[src/hdl/cts_pkg.sv]
// cts_pkg: shared types and character constants of the code token spacer.
// No dependencies; imported by cts_expand and code_token_spacer.
package cts_pkg;

  localparam logic [7:0] ChLf    = 8'd10;
  localparam logic [7:0] ChSpace = 8'd32;
  localparam logic [7:0] ChHash  = 8'd35;
  localparam logic [7:0] ChUnder = 8'd95;
  localparam logic [7:0] ChMinus = 8'd45;
  localparam logic [7:0] ChGt    = 8'd62;
  localparam logic [7:0] ChEq    = 8'd61;
  localparam logic [7:0] ChPct   = 8'd37;
  localparam logic [7:0] ChPlus  = 8'd43;
  localparam logic [7:0] ChStar  = 8'd42;
  localparam logic [7:0] ChSlash = 8'd47;
  localparam logic [7:0] ChLt    = 8'd60;

  // Most words one input word can expand to
  localparam int unsigned MaxWords = 4;

  typedef enum logic [1:0] {
    LM_LEAD = 2'd0,  // leading spaces of a line
    LM_KEEP = 2'd1,  // inside a kept line
    LM_DROP = 2'd2   // inside a dropped line
  } line_mode_e;

  typedef struct packed {
    logic [7:0] held_byte;
    logic       held_present;
    line_mode_e line_mode;
    logic       lead_space;
    logic       last_space;
  } cts_state_t;

  typedef struct packed {
    logic [MaxWords-1:0][7:0] bytes;
    logic [2:0]               cnt;     // 0..4 words
    logic                     last;
    logic                     marker;  // empty end marker, no byte
  } cts_group_t;

endpackage

[src/hdl/cts_if.sv]
// cts_if: valid/ready channel interfaces for the code token spacer.
// No dependencies.
interface cts_in_if;
  logic       valid;
  logic       ready;
  logic [7:0] in_char;
  logic       end_of_text;

  modport source (output valid, in_char, end_of_text, input ready);
  modport sink   (input valid, in_char, end_of_text, output ready);
endinterface

interface cts_out_if;
  logic       valid;
  logic       ready;
  logic [7:0] out_char;
  logic       char_valid;
  logic       is_last;

  modport source (output valid, out_char, char_valid, is_last, input ready);
  modport sink   (input valid, out_char, char_valid, is_last, output ready);
endinterface

[src/hdl/cts_expand.sv]
// cts_expand: per-word next-state and output-group logic of the token spacer.
// Depends on cts_pkg.
module cts_expand (
  input  cts_pkg::cts_state_t state_i,
  input  logic [7:0]          in_char_i,
  input  logic                eot_i,
  output cts_pkg::cts_state_t state_o,
  output cts_pkg::cts_group_t group_o
);
  import cts_pkg::*;

  function automatic logic is_ws(input logic [7:0] b);
    return (b == ChSpace) || (b >= 8'd9 && b <= 8'd13 && b != ChLf);
  endfunction

  function automatic logic is_math(input logic [7:0] b);
    return (b == ChEq) || (b == ChPlus) || (b == ChMinus) || (b == ChStar) ||
           (b == ChSlash) || (b == ChPct) || (b == ChGt) || (b == ChLt);
  endfunction

  function automatic logic is_punct(input logic [7:0] b);
    return (b >= 8'd33 && b <= 8'd47) || (b >= 8'd58 && b <= 8'd64) ||
           (b >= 8'd91 && b <= 8'd96) || (b >= 8'd123 && b <= 8'd126);
  endfunction

  logic [MaxWords-1:0][7:0] raw;
  logic [2:0]               raw_cnt;
  logic [MaxWords-1:0][7:0] single_bytes;
  logic [2:0]               single_cnt;
  logic [7:0]               h;
  logic                     pair_hit;
  cts_state_t               state_raw;

  // Held byte on its own: punctuation other than underscore gets a space on each side
  always_comb begin
    h = state_i.held_byte;
    single_bytes = '0;
    if (is_punct(h) && h != ChUnder) begin
      single_bytes[0] = ChSpace;
      single_bytes[1] = h;
      single_bytes[2] = ChSpace;
      single_cnt      = 3'd3;
    end else begin
      single_bytes[0] = h;
      single_cnt      = 3'd1;
    end
    pair_hit = (h == ChMinus && in_char_i == ChGt) || (is_math(h) && is_math(in_char_i));
  end

  // Raw words before the whitespace filter
  always_comb begin
    state_raw = state_i;
    raw       = '0;
    raw_cnt   = 3'd0;
    if (eot_i) begin
      if (state_i.line_mode == LM_KEEP && state_i.held_present) begin
        raw     = single_bytes;
        raw_cnt = single_cnt;
      end
      state_raw = '0;
    end else if (in_char_i == ChLf) begin
      if (state_i.line_mode == LM_KEEP) begin
        if (state_i.held_present) begin
          raw     = single_bytes;
          raw_cnt = single_cnt;
        end
        state_raw.held_present = 1'b0;
        state_raw.held_byte    = 8'd0;
      end
      state_raw.line_mode  = LM_LEAD;
      state_raw.lead_space = 1'b0;
    end else begin
      unique case (state_i.line_mode)
        LM_LEAD: begin
          if (in_char_i == ChSpace) begin
            state_raw.lead_space = 1'b1;
          end else if (in_char_i == ChHash) begin
            state_raw.line_mode  = LM_DROP;
            state_raw.lead_space = 1'b0;
          end else begin
            // nothing is held at the start of a line
            state_raw.line_mode = LM_KEEP;
            if (state_i.lead_space) begin
              raw[0]  = ChSpace;
              raw_cnt = 3'd1;
            end
            state_raw.lead_space   = 1'b0;
            state_raw.held_byte    = in_char_i;
            state_raw.held_present = 1'b1;
          end
        end
        LM_KEEP: begin
          if (state_i.held_present && pair_hit) begin
            raw[0]  = ChSpace;
            raw[1]  = h;
            raw[2]  = in_char_i;
            raw[3]  = ChSpace;
            raw_cnt = 3'd4;
            state_raw.held_byte    = 8'd0;
            state_raw.held_present = 1'b0;
          end else begin
            if (state_i.held_present) begin
              raw     = single_bytes;
              raw_cnt = single_cnt;
            end
            state_raw.held_byte    = in_char_i;
            state_raw.held_present = 1'b1;
          end
        end
        default: begin
          // dropped line: swallow everything up to the line end
        end
      endcase
    end
  end

  // Whitespace filter and compaction: a run keeps only its first word
  logic [MaxWords-1:0][7:0] kept;
  logic [2:0]               kept_cnt;
  logic                     ls;
  logic                     ws;

  always_comb begin
    kept     = '0;
    kept_cnt = 3'd0;
    ls       = state_i.last_space;
    ws       = 1'b0;
    for (int i = 0; i < MaxWords; i++) begin
      if (3'(i) < raw_cnt) begin
        ws = is_ws(raw[i]);
        if (!(ws && ls)) begin
          kept[kept_cnt[1:0]] = raw[i];
          kept_cnt            = kept_cnt + 3'd1;
        end
        ls = ws;
      end
    end
  end

  always_comb begin
    group_o.bytes  = kept;
    group_o.cnt    = kept_cnt;
    group_o.last   = eot_i;
    group_o.marker = 1'b0;
    if (eot_i && kept_cnt == 3'd0) begin
      group_o.bytes  = '0;
      group_o.cnt    = 3'd1;
      group_o.marker = 1'b1;
    end
  end

  // End of text clears the filter flag; otherwise it follows the last word seen
  logic last_space_next;
  assign last_space_next = eot_i ? 1'b0 : ls;

  always_comb begin
    state_o            = state_raw;
    state_o.last_space = last_space_next;
  end

endmodule

[src/hdl/code_token_spacer.sv]
// code_token_spacer: top level of the source text token normalizer.
// Depends on cts_pkg, cts_if (cts_in_if, cts_out_if) and cts_expand.
//
// Takes one source byte per input word and delivers normalized token text one
// byte per output word. An input word expands into a group of zero to four
// output words held in an output register; the group drains at one word per
// cycle while out_o.ready is high, through the single-byte output channel. A
// new input word is taken in the cycle the last word of the previous group
// leaves. An
// end_of_text word flushes the held byte and flags the last word with is_last,
// or sends one empty word (char_valid low) if nothing remains. Comment lines,
// blank lines and line ends are removed; punctuation is spaced; whitespace runs
// collapse to their first byte. All state returns to reset after end_of_text.
module code_token_spacer (
  input  logic      clk_i,
  input  logic      rst_ni,
  cts_in_if.sink    in_i,
  cts_out_if.source out_o
);
  import cts_pkg::*;

  cts_state_t state_q;
  cts_state_t state_d;
  cts_group_t group_d;

  logic [MaxWords-1:0][7:0] bytes_q;
  logic [2:0]               cnt_q;
  logic [1:0]               idx_q;
  logic                     last_q;
  logic                     marker_q;

  logic in_fire;
  logic out_fire;
  logic last_word;

  cts_expand u_expand (
    .state_i   (state_q),
    .in_char_i (in_i.in_char),
    .eot_i     (in_i.end_of_text),
    .state_o   (state_d),
    .group_o   (group_d)
  );

  assign last_word = ({1'b0, idx_q} == (cnt_q - 3'd1));
  assign out_fire  = out_o.valid && out_o.ready;
  assign in_i.ready = (cnt_q == 3'd0) || (out_o.ready && last_word);
  assign in_fire    = in_i.valid && in_i.ready;

  assign out_o.valid      = (cnt_q != 3'd0);
  assign out_o.out_char   = bytes_q[idx_q];
  assign out_o.char_valid = !marker_q;
  assign out_o.is_last    = last_q && last_word;

  always_ff @(posedge clk_i or negedge rst_ni) begin
    if (!rst_ni) begin
      state_q <= '0;
      cnt_q   <= 3'd0;
      idx_q   <= 2'd0;
    end else begin
      if (in_fire) begin
        state_q <= state_d;
      end
      if (in_fire && group_d.cnt != 3'd0) begin
        cnt_q <= group_d.cnt;
        idx_q <= 2'd0;
      end else if (out_fire) begin
        if (last_word) begin
          cnt_q <= 3'd0;
          idx_q <= 2'd0;
        end else begin
          idx_q <= idx_q + 2'd1;
        end
      end
    end
  end

  always_ff @(posedge clk_i) begin
    if (in_fire && group_d.cnt != 3'd0) begin
      bytes_q  <= group_d.bytes;
      last_q   <= group_d.last;
      marker_q <= group_d.marker;
    end
  end

endmodule

[src/flat_wrapper.sv]
// flat-port wrapper written by rule: the top's interface ports become plain ports
module code_token_spacer_flat import cts_pkg::*;
  (clk_i, rst_ni, in_i_valid, in_i_in_char, in_i_end_of_text, in_i_ready, out_o_valid, out_o_out_char, out_o_char_valid, out_o_is_last, out_o_ready);
  cts_in_if in_i_i ();
  cts_out_if out_o_i ();
  input  logic clk_i;
  input  logic rst_ni;
  input wire logic [$bits(in_i_i.valid)-1:0] in_i_valid;
  input wire logic [$bits(in_i_i.in_char)-1:0] in_i_in_char;
  input wire logic [$bits(in_i_i.end_of_text)-1:0] in_i_end_of_text;
  output wire logic [$bits(in_i_i.ready)-1:0] in_i_ready;
  output wire logic [$bits(out_o_i.valid)-1:0] out_o_valid;
  output wire logic [$bits(out_o_i.out_char)-1:0] out_o_out_char;
  output wire logic [$bits(out_o_i.char_valid)-1:0] out_o_char_valid;
  output wire logic [$bits(out_o_i.is_last)-1:0] out_o_is_last;
  input wire logic [$bits(out_o_i.ready)-1:0] out_o_ready;
  assign in_i_i.valid = in_i_valid;
  assign in_i_i.in_char = in_i_in_char;
  assign in_i_i.end_of_text = in_i_end_of_text;
  assign in_i_ready = in_i_i.ready;
  assign out_o_valid = out_o_i.valid;
  assign out_o_out_char = out_o_i.out_char;
  assign out_o_char_valid = out_o_i.char_valid;
  assign out_o_is_last = out_o_i.is_last;
  assign out_o_i.ready = out_o_ready;
  code_token_spacer u_core (.clk_i(clk_i), .rst_ni(rst_ni), .in_i(in_i_i), .out_o(out_o_i));
endmodule
[config.mk]
export PLATFORM = sky130hd
export DESIGN_NAME = code_token_spacer_flat
export DESIGN_NICKNAME = d
export VERILOG_FILES = /design/src/hdl/cts_pkg.sv /design/src/hdl/cts_if.sv /design/src/hdl/cts_expand.sv /design/src/hdl/code_token_spacer.sv /design/src/flat_wrapper.sv
export SDC_FILE = /design/constraint.sdc
export NUM_CORES = 1
export LEC_CHECK = 0
export BUFFER_PORTS_ARGS = -buffer_cell sky130_fd_sc_hd__buf_2
export CAP_MARGIN = 30
export CELL_PAD_IN_SITES_DETAIL_PLACEMENT = 1
export CELL_PAD_IN_SITES_GLOBAL_PLACEMENT = 2
export CORE_MARGIN = 1.5
export CORE_UTILIZATION = 40
export DETAILED_ROUTE_END_ITERATION = 7
export PLACE_DENSITY_LB_ADDON = 0.25
export SLEW_MARGIN = 20
export SYNTH_ARGS = -nofsm -noshare
export SYNTH_HDL_FRONTEND = slang
export SYNTH_HIERARCHICAL = 1
export SYNTH_SLANG_ARGS = --single-unit
[constraint.sdc]
create_clock -name clk_i -period 7.44 [get_ports clk_i]
set_input_delay 0.744 -clock clk_i [delete_from_list [all_inputs] [get_ports clk_i]]
set_output_delay 0.744 -clock clk_i [all_outputs]
set_load 0.05 [all_outputs]
## After elaboration in Yosys (flattened, before gate mapping)

Index checks and enable logic that the tools add are counted.

| storage, ports and cells | value |
|---|---|
| flip-flop bits (word level) | 52 |
| output and inout bits | 12 |
| word-level logic and storage cells | 220 |
| input bits | 13 |

| operators by class | value |
|---|---|
| muxes and demuxes | 74 |
| add/sub/neg operators | 5 |
| $lt $le $gt $ge | 27 |
| reduce and logical (&&, ||, !) cells | 67 |
| eq/ne operators | 34 |

Operators with widths:

| kind | count |
|---|---|
| two-way mux 32 bit | 9 |
| == test 8 x 6 -> 1 bit, second input constant | 22 |
| bitwise mux 32 bit | 3 |
| two-way mux 24 bit | 4 |
| two-way mux 8 bit | 7 |
| two-way mux 3 bit | 18 |
| demux 8 bit (select 2 bit) | 3 |
| greater-or-equal comparator 8 x 4 -> 1 bit, second input constant | 4 |
| less-or-equal comparator 8 x 4 -> 1 bit, second input constant | 4 |
| inequality test 8 x 4 -> 1 bit, second input constant | 4 |
| logical AND 1 bit | 30 |
| two-way mux 9 bit | 3 |
| less-or-equal comparator 8 x 7 -> 1 bit, second input constant | 3 |
| two-way mux 12 bit | 2 |
| logical OR 1 bit | 23 |
| two-way mux 6 bit | 3 |
| case mux 9 bit (2 select lines) | 1 |
| binary-select mux 8 bit (select 2 bit) | 1 |
| greater-or-equal comparator 8 x 6 -> 1 bit, second input constant | 2 |
| greater-or-equal comparator 8 x 7 -> 1 bit, second input constant | 2 |
| case mux 8 bit (2 select lines) | 1 |
| two-way mux 14 bit | 1 |
| < comparator 2 x 3 -> 1 bit, second input constant | 4 |
| two-way mux 1 bit | 12 |
| other kinds (24) | 41 |

## Logic depth before layout (Yosys ltp)

| depth | value |
|---|---|
| word-level depth | 38 |
| depth in mapped cells | 19 |

## By module

The synthesis kept the hierarchy.

By module, submodules not included:

| module | times used | area an instance (um^2) | cells each | sequential area each (um^2) |
|---|---|---|---|---|
| code_token_spacer | 1 | 2103.3 | 107 | 1471.4 |
| cts_expand | 1 | 1496.4 | 235 | 0.0 |

## Worst setup path before layout

OpenSTA, ideal clock, no wires.

| timing | value |
|---|---|
| kind | input to register |
| from | in in_i_in_char[2] |
| to | reg u_core/bytes_q[0] in the netlist's numbering, enable pin |
| cell stages on the path | 17 |
| data arrival time | 5.320 ns |
| library setup time | 0.429 ns |
| slack | 1.691 ns |
| data required time | 7.011 ns |
| path buffers | 1 |
| cells stage by stage | buf_4 nor4_2 nand4b_1 nand3_1 o211ai_1 a221oi_4 a21oi_2 ha_1 mux2i_1 inv_1 ha_1 nor2_1 ha_1 nand2_1 xor2_1 nor3_1 nor2b_1 |

RTL lines:

| what | line | source |
|---|---|---|
| start: declaration | flat_wrapper.sv:9 | `input wire logic [$bits(in_i_i.in_char)-1:0] in_i_in_char;` |
| end signal: assignment | code_token_spacer.sv:79 | `bytes_q <= group_d.bytes;` |
| end: declaration | code_token_spacer.sv:26 | `logic [MaxWords-1:0][7:0] bytes_q;` |

==> run metrics <==
outcome=finished, final reports clean; Cells after Synth=342; wirelength, routed=9420 µm; per-cell routed wire length=a little over 20 µm; critical path endpoint category=flip-flop; Unique masters post-synth=70; Die H=between 90 and 100 µm; worst-skew pair later-pin latency=around 0.30 ns; Vias/cell=5.78; worst hold path type=in2async; ys async rst share=between 30 and 40%; Final min period=~5 ns; ys flop type=edfxtp_1; layout cells sized above 1=18.1%; first-pass GRT wire length=15,400 µm; DIE AREA=around 9600 µm²; Clock Pin Slew Worst Setup and Hold Paths=about 0.10 ns; Max Clk Rate=slightly below 0.2 GHz; pwr/cell area=378 nW/µm²; Core Rows=34; Fin. Hold Viols=0; IO buf count=24; Tot Pwr=between 1 and 1.5 mW; total gr overflow=0; # H-tree levels=2; count of pins over their slew limit=0; GPL Wtd Cong=between 0.8 and 0.9; total CTS buffers=5; max_cap viols=0; Layout Nets=approximately 380; DP Wirelength=approximately 7200 µm; register bit count reported by yosys=52; worst vdd ir=approximately 0.00015 V; Worst Tran Pin Value=between 0.9 and 1 ns; ANT cells=0; TritonCTS Sinks=between 50 and 60; CTS Hold Buffers Added=0; Slew HR=~39%; total track usage=roughly 20%; final setup fails=0; startpoint types=flip-flop; number of global-route vias before repair=roughly 2,800; drt first pass iters=4; register area share after synthesis=approximately 40%; area grow syn2layout=5.32%; Die X=between 90 and 100 µm; initial antenna violation count=1; Critical Path AT=approximately 5.0 ns; core area=around 8700 µm²; Yosys warnings=6; Post-CTS Setup Bufs=0; clock root buffer master=clkbuf_8; crit path max fanout=34; Resized Gates After CTS=0; CTS tree=built; required time worst endpoint=7.41 ns; IO Pins=25; Mapped Area=about 3600 µm²; largest net degree at the start of global routing=35; Post-route DRC=0; Final period util=between 60% and 70%; Routed Antenna Nets=0; Starting Density=41.3%; Setup TNS Final=0 ns; via count=2,664; Post-synth EDFFs=34; Syn Area/Cell=~11 µm²; RSZ-0062 raised after global routing=no; crit path kind=reg2reg; 1st-iter DRT viols=about 110; Final Skew=a little over 0.008 ns; clock buffer depth=2; LEAKAGE=roughly 1.5 nW
routing by layer:
| layer | routed length (µm) | GRT usage [%] | vias to the layer above |
|---|---|---|---|
| met1 | 4250 | 25.4 | 1322 |
| li1 | - | - | 1286 |
| met4 | 135 | 5.60 | 2 |
| met5 | 13 | 0 | - |
| met2 | 4790 | 36.7 | 42 |
| met3 | 241 | 3.51 | 12 |
placed cells by master, fill, tap and decap left out, types with 5 or more instances in the layout:
cell,Yosys,layout
edfxtp_1,34,34
nand2_1,28,28
nor2_1,28,28
buf_2,6,24
a21oi_1,19,19
dfrtp_1,18,18
inv_1,16,16
and2_1,16,16
o21ai_0,13,13
a22oi_1,12,12
ha_1,11,11
mux4_1,8,8
mux2_2,7,7
mux2_4,6,6
conb_1,2,6
clkbuf_8,0,5
nor3_1,5,5
a31oi_1,5,5
cell families (layout without fill, tap and decap cells):
family,Yosys count,after routing,share of synthesized area [%]
buf+inv,42,49,6.60
xor+xnor,6,6,1.46
mux,23,23,11.1
flops,52,52,40.9
simple gates,115,115,17.1
fa+ha+maj,11,11,3.82
other cells,2,6,0.209
compound gates,91,91,18.8
path summary, 6_finish.rpt:
kind / startpoint / end / slack [ns] / depth (start not counted)
max in group asynchronous: rst_ni / u_core/cnt_q[1] / 6.76 / 1
setup / recovery: u_core/state_q[5] / u_core/bytes_q[19] / 2.37 / 17
setup reg to reg: u_core/state_q[5] / u_core/bytes_q[19] / 2.37 / 17
hold reg to reg: u_core/cnt_q[1] / u_core/cnt_q[1] / 0.52 / 1
hold / removal: rst_ni / u_core/state_q[5] / 0.36 / 1
min in group clk_i: u_core/cnt_q[1] / u_core/cnt_q[1] / 0.52 / 1
final cells by class:
cell class              instances  area (µm²)
repair buffers                 25         128
inverters                      16        60.1
multi-input cells             252        1910
well taps                     108         135
clock buffers                   6        72.6
clock inverters                 2        16.3
flip-flops and latches         52        1470
fillers                       982        4930
cells in the mapped netlist (7+ instances only):
| cell type | instances | share of area (%) |
|---|---|---|
| nor2_1 | 28 | 2.9 |
| edfxtp_1 | 34 | 28 |
| and2_1 | 16 | 2.8 |
| dfrtp_1 | 18 | 13 |
| inv_1 | 16 | 1.7 |
| nand2_1 | 28 | 2.9 |
| o21ai_0 | 13 | 1.8 |
| mux2_2 | 7 | 2.2 |
| buf_4 | 11 | 2.3 |
| a21oi_1 | 19 | 2.6 |
| a22oi_1 | 12 | 2.5 |
| mux4_1 | 8 | 5.8 |
| ha_1 | 11 | 3.8 |
report_power, final:
part | internal (mW) | switching (mW) | leakage, nW
sequential | 0.402 | 0.133 | 0.557
combinational | 0.266 | 0.465 | 0.881
clock | 0.0673 | 0.0991 | 0.0414
total | 0.736 | 0.697 | 1.48
sequential cells by signal (all words and copies together), names as in the netlist:
| signal | cells |
|---|---|
| u_core/bytes_q | 32 |
| u_core/state_q | 13 |
| u_core/cnt_q | 3 |
| u_core/idx_q | 2 |
| u_core/last_q | 1 |
| u_core/marker_q | 1 |
worst max-delay path, cell delays in order, from the launching register on:
cell and delay, ns:
dfrtp_1 0.59, or4_1 0.59, a21oi_2 0.19, a311o_1 0.26, o2111ai_1 0.21, a221oi_4 0.55
a21oi_2 0.15, ha_1 0.35, mux2i_1 0.12, inv_1 0.11, ha_1 0.25, nor2_1 0.20
ha_1 0.20, nand2_1 0.08, xor2_1 0.23, nor3_1 0.10, nor2b_2 0.14, buf_4 0.39
through the flow:
step           setup WS (ns)  util (%)  hold slack, ns  cells  area [µm²]
2_1_floorplan           1.69         -           0.448    346        3610
3_3_place_gp            2.50      42.5           0.496    453        3700
3_5_place_dp            2.20      42.5           0.495    453        3700
4_1_cts                 2.35      43.5           0.376    461        3790
5_1_grt                 2.00      43.5           0.392    461        3790
6_report                2.37      43.5           0.365    461        3790
Note: power is estimated with default switching activity, not from simulation.
